==> src/rtl/mwa_pkg.sv <==
// Shared constants, command and status types for the assignment solver.
package mwa_pkg;

    localparam int MAX_SIZE    = 16;
    localparam int IDX_W       = $clog2(MAX_SIZE);
    localparam int CNT_W       = IDX_W + 1;
    localparam int WEIGHT_BITS = 16;
    localparam int ADDR_W      = 2 * IDX_W;
    localparam int POT_W       = WEIGHT_BITS + 2;
    localparam int SLK_W       = POT_W + 2;
    localparam int SIZE_W      = 5;

    localparam logic [CNT_W-1:0] UNMATCHED = CNT_W'(MAX_SIZE);

    typedef enum logic [4:0] {
        OP_NONE,
        OP_START,
        OP_INIT_EV,
        OP_PH_START,
        OP_OUTER_SKIP,
        OP_CALL,
        OP_S1_EV,
        OP_MATCH_FREE,
        OP_S3_EV,
        OP_UNWIND,
        OP_UNWIND_DONE,
        OP_RET_OUTER,
        OP_POP,
        OP_RESUME,
        OP_PH_END,
        OP_MIN_START,
        OP_MIN_EV,
        OP_ADJ,
        OP_OUT_START,
        OP_EMIT
    } op_t;

    typedef struct packed {
        op_t  op;
        logic stack_row;
    } cmd_t;

    typedef struct packed {
        logic n_zero;
        logic scan_last;
        logic c_last;
        logic c_end;
        logic r_end;
        logic outer_skip;
        logic have_free;
        logic descend;
        logic sp_zero;
        logic sp_one;
        logic found_zero;
        logic will_finish;
        logic z_ok;
        logic out_free;
        logic out_last;
    } status_t;

endpackage

==> src/rtl/mwa_ctrl.sv <==
// Controller state machine sequencing load, search phases and result output.
module mwa_ctrl (
    input  logic             clk,
    input  logic             rst_n,
    input  logic             s_tvalid,
    input  logic             s_tlast,
    input  mwa_pkg::status_t st,
    output mwa_pkg::cmd_t    cmd,
    output logic             s_tready
);

    typedef enum logic [17:0] {
        ST_IDLE     = 18'h00001,
        ST_INIT_RD  = 18'h00002,
        ST_INIT_EV  = 18'h00004,
        ST_PH_START = 18'h00008,
        ST_OUTER    = 18'h00010,
        ST_S1_RD    = 18'h00020,
        ST_S1_EV    = 18'h00040,
        ST_S1_DONE  = 18'h00080,
        ST_S3_RD    = 18'h00100,
        ST_S3_EV    = 18'h00200,
        ST_UNWIND   = 18'h00400,
        ST_RET_F    = 18'h00800,
        ST_RESUME   = 18'h01000,
        ST_PH_END   = 18'h02000,
        ST_MIN_RD   = 18'h04000,
        ST_MIN_EV   = 18'h08000,
        ST_ADJ      = 18'h10000,
        ST_OUT      = 18'h20000
    } state_t;

    state_t state_reg;
    state_t state_next;

    // Advance state
    always_ff @(posedge clk or negedge rst_n)
    begin
        if (!rst_n)
        begin
            state_reg <= ST_IDLE;
        end
        else
        begin
            state_reg <= state_next;
        end
    end

    // Choose next state and datapath command
    always_comb
    begin
        state_next    = state_reg;
        cmd.op        = mwa_pkg::OP_NONE;
        cmd.stack_row = 1'b0;
        s_tready      = 1'b0;
        case (state_reg)
            ST_IDLE:
            begin
                s_tready = 1'b1;
                if (s_tvalid && s_tlast && !st.n_zero)
                begin
                    cmd.op     = mwa_pkg::OP_START;
                    state_next = ST_INIT_RD;
                end
            end
            ST_INIT_RD:
            begin
                state_next = ST_INIT_EV;
            end
            ST_INIT_EV:
            begin
                cmd.op     = mwa_pkg::OP_INIT_EV;
                state_next = st.scan_last ? ST_PH_START : ST_INIT_RD;
            end
            ST_PH_START:
            begin
                cmd.op     = mwa_pkg::OP_PH_START;
                state_next = ST_OUTER;
            end
            ST_OUTER:
            begin
                if (st.r_end)
                begin
                    state_next = ST_PH_END;
                end
                else if (st.outer_skip)
                begin
                    cmd.op = mwa_pkg::OP_OUTER_SKIP;
                end
                else
                begin
                    cmd.op     = mwa_pkg::OP_CALL;
                    state_next = ST_S1_RD;
                end
            end
            ST_S1_RD:
            begin
                cmd.stack_row = 1'b1;
                state_next    = ST_S1_EV;
            end
            ST_S1_EV:
            begin
                cmd.stack_row = 1'b1;
                cmd.op        = mwa_pkg::OP_S1_EV;
                state_next    = st.c_last ? ST_S1_DONE : ST_S1_RD;
            end
            ST_S1_DONE:
            begin
                cmd.stack_row = 1'b1;
                if (st.have_free)
                begin
                    cmd.op     = mwa_pkg::OP_MATCH_FREE;
                    state_next = ST_UNWIND;
                end
                else
                begin
                    state_next = ST_S3_RD;
                end
            end
            ST_S3_RD:
            begin
                cmd.stack_row = 1'b1;
                state_next    = st.c_end ? ST_RET_F : ST_S3_EV;
            end
            ST_S3_EV:
            begin
                cmd.stack_row = 1'b1;
                cmd.op        = mwa_pkg::OP_S3_EV;
                state_next    = st.descend ? ST_S1_RD : ST_S3_RD;
            end
            ST_UNWIND:
            begin
                if (st.sp_zero)
                begin
                    cmd.op     = mwa_pkg::OP_UNWIND_DONE;
                    state_next = ST_OUTER;
                end
                else
                begin
                    cmd.op = mwa_pkg::OP_UNWIND;
                end
            end
            ST_RET_F:
            begin
                if (st.sp_one)
                begin
                    cmd.op     = mwa_pkg::OP_RET_OUTER;
                    state_next = ST_OUTER;
                end
                else
                begin
                    cmd.op     = mwa_pkg::OP_POP;
                    state_next = ST_RESUME;
                end
            end
            ST_RESUME:
            begin
                cmd.op     = mwa_pkg::OP_RESUME;
                state_next = ST_S3_RD;
            end
            ST_PH_END:
            begin
                if (st.found_zero)
                begin
                    cmd.op     = mwa_pkg::OP_MIN_START;
                    state_next = ST_MIN_RD;
                end
                else
                begin
                    cmd.op     = mwa_pkg::OP_PH_END;
                    state_next = st.will_finish ? ST_OUT : ST_PH_START;
                end
            end
            ST_MIN_RD:
            begin
                state_next = ST_MIN_EV;
            end
            ST_MIN_EV:
            begin
                cmd.op     = mwa_pkg::OP_MIN_EV;
                state_next = st.scan_last ? ST_ADJ : ST_MIN_RD;
            end
            ST_ADJ:
            begin
                if (st.z_ok)
                begin
                    cmd.op     = mwa_pkg::OP_ADJ;
                    state_next = ST_PH_START;
                end
                else
                begin
                    cmd.op     = mwa_pkg::OP_OUT_START;
                    state_next = ST_OUT;
                end
            end
            ST_OUT:
            begin
                if (st.out_free)
                begin
                    cmd.op = mwa_pkg::OP_EMIT;
                    if (st.out_last)
                    begin
                        state_next = ST_IDLE;
                    end
                end
            end
            default:
            begin
                state_next = ST_IDLE;
            end
        endcase
    end

endmodule

==> config.mk <==
export PLATFORM = sky130hd
export DESIGN_NAME = mwa_ctrl
export DESIGN_NICKNAME = d
export VERILOG_FILES = /design/src/rtl/mwa_pkg.sv /design/src/rtl/mwa_ctrl.sv
export SDC_FILE = /design/constraint.sdc
export NUM_CORES = 1
export LEC_CHECK = 0
export ABC_AREA = 1
export ABC_CLOCK_PERIOD_IN_PS = 2350
export BUFFER_PORTS_ARGS = -buffer_cell sky130_fd_sc_hd__buf_4
export CAP_MARGIN = 10
export CORE_UTILIZATION = 55
export DETAILED_ROUTE_END_ITERATION = 6
export PLACE_DENSITY_LB_ADDON = 0.12
export SETUP_SLACK_MARGIN = 0.5
export SYNTH_ARGS = -nofsm -noshare
export SYNTH_HDL_FRONTEND = slang
export SYNTH_SLANG_ARGS = --single-unit
export TNS_END_PERCENT = 20
==> constraint.sdc <==
create_clock -name clk -period 2.35 [get_ports clk]
set_input_delay 0.235 -clock clk [delete_from_list [all_inputs] [get_ports clk]]
set_output_delay 0.235 -clock clk [all_outputs]
set_load 0.01 [all_outputs]
==> qor.yml <==
slew_headroom: 0.749
finalHoldViolCount: 0
path_max_fanout: 6
place.gp.congestion: 0.938
die_height_um: 51.7
setup-tns-final_ns: 0
routed_via_density: 5.71
drive_above_1_share: 0.376
worstMarginPinSlew_ns: 0.371
fmax_mhz: 467
die_x_um: 51.7
clock_path_buffers: 2
numPortBuffers: 25
synth_area_leader_cell: "dfrtp_1"
cts_sinks: 18
timing.hold.ws_ns: 0.0795
maxSlewViolCount: 0
synth_top_cell_area_share: 0.313
hold_start: "st[11]"
ys_warn_count: 0
routedWlPerCell_um: 15.2
startpoint_type: "flip-flop"
synthTopCellsByArea: "dfrtp_1, nor2_1, inv_1"
antenna_found_initial: 0
wirelength_mm: 4.14
fin_util: 0.816
min_path_type: "in2reg"
row_count: 17
grt_pass1_vias: 1484
reg2reg_slack_ns: 0.61
grt_usage: 0.339
detailedRoute.firstIterationViolations: 88
final_antenna_net_count: 0
reg2reg_depth: 11
skew_ns: 0.00202
maxCapViolations: 0
layout_common_cells: "buf_4, nor2_1, inv_1"
ys_seq_area_frac: 0.333
cts-htree-levels: 1
drc: 0
synthesis.nets: 216
min_to: "state_reg[9]"
nFillCells: 128
clk_latency_ns: 0.31
power_density_nw_per_um2: 597
grt_setup_unrepaired: "yes"
grt_pass1_wl_mm: 6.47
placedCellCount: 250
path_class: "reg2out"
fin_ws_ns: 0.208
cts_tree: "yes"
cp.arrival_ns: 1.91
period_needed_ns: 2.14
whs_path_depth: 2
antenna-diode-count: 0
grt_overflow: 0
rr_endpoint: "state_reg[0]"
peakVddDrop_mv: 0.795
synth_cells: 197
largest_reg_flops: 18
cp-end-kind: "output port"
finalNetCount: 265
ios: 26
final_common_cell: "buf_4"
p_leak_nw: 1.02
dr_total_vias: 1558
post-dp-hpwl_mm: 2.82
finalNonFillerCells: 273
syn_to_final_growth_pct: 36.8
die_area_um2: 2670
ys_types: 26
timing.rr.start: "state_reg[0]"
dp_slack_ns: 0.437
clk_pin_slew_ns: 0.11
cts_buffers: 3
coreArea_um2: 2280
syn_avg_cell_area_um2: 6.89
syn_area_um2: 1360
ys_seq_elements: 18
finalSetupViolCount: 0
grt_max_degree: 19
status: "completed"
cp.required_ns: 2.12
first_pass_iters: 4
root_buffer: "clkbuf_4"
timing.final.crit_share: 0.912
start_util: 0.596
## power breakdown
| group | switching (mW) | leakage, nW | total [mW] | internal [mW] |
|---|---|---|---|---|
| logic | 0.314 | 0.752 | 0.538 | 0.224 |
| registers | 0.0249 | 0.245 | 0.366 | 0.341 |
| clock network | 0.111 | 0.0210 | 0.206 | 0.0947 |
| total | 0.450 | 1.02 | 1.11 | 0.659 |
## critical path: stages (launching register included)
cell     delay (ns)
dfrtp_1        0.42
nor2_4         0.18
nand2_4        0.10
nor2_8         0.18
buf_4          0.15
nand3_2        0.13
o21ai_1        0.13
nor2_1         0.07
nand3_1        0.10
buf_4          0.13
## kinds of logic (layout without fill, tap and decap cells)
group	after synthesis	after routing	share of synthesized area
AOI/OAI and AO/OA	11	11	0.0525
buffers and inverters	33	81	0.0912
and+or+nand+nor	135	135	0.524
DFF	18	18	0.333
## stage by stage
step	total power, mW	cell area, um2
6_report	1.11	1860
5_1_grt	1.17	1860
4_1_cts	1.06	1820
3_5_place_dp	0.768	1580
3_3_place_gp	0.764	1580
2_1_floorplan	0.650	1360
## per-layer routing
metal  vias up  global-route usage  share of wire
met1       708               0.393           0.40
met3        23              0.0614          0.083
met5         -                   0              0
met2       105               0.587           0.48
met4         0               0.185          0.043
li1        722                   -              -
## area by class of cell
| type | instances | area [um2] | share of cell area |
|---|---|---|---|
| multi-input combinational | 146 | 876 | 0.472 |
| sequential | 18 | 453 | 0.244 |
| inverter | 33 | 124 | 0.0667 |
| tap | 28 | 35.0 | 0.0189 |
| timing repair buffer | 44 | 333 | 0.179 |
| clock buffer | 4 | 36.3 | 0.0195 |
## cell usage after synthesis
library cell   n
a21oi_1        3
clkinv_1       1
dfrtp_1       17
dfstp_2        1
inv_1         29
inv_2          3
nand2_1       29
nand2_2        4
nand2_4        2
nand3_1       20
nand3_2        4
nand3b_1       1
nand4_1        7
nand4_2        1
nor2_1        46
nor2_2        11
nor2_4         6
nor2_8         1
nor3_1         1
nor3_2         1
o21ai_0        3
o21ai_2        2
o221ai_1       1
o22ai_1        1
o311ai_0       1
or2_1          1
## worst max-delay path by stage
| stage | to | from | slack, ns | cells past startpoint |
|---|---|---|---|---|
| floorplan | cmd[1] | state_reg[9] | 0.75 | 11 |
| global placement | cmd[1] | state_reg[9] | 0.48 | 12 |
| detailed placement | cmd[1] | state_reg[9] | 0.44 | 12 |
| CTS | cmd[1] | state_reg[11] | 0.26 | 12 |
| global route | cmd[2] | state_reg[14] | 0.11 | 10 |
| finish | cmd[2] | state_reg[1] | 0.21 | 9 |
## timing repair
action	4_1_cts	5_1_grt
endpoints found under the setup margin	6	7
gates resized for setup	22	2
hold buffers	1	0
endpoints found under the hold margin	17	0
pin swaps	10	7
buffers inserted	14	4
Power figures use the tool's default switching activity.
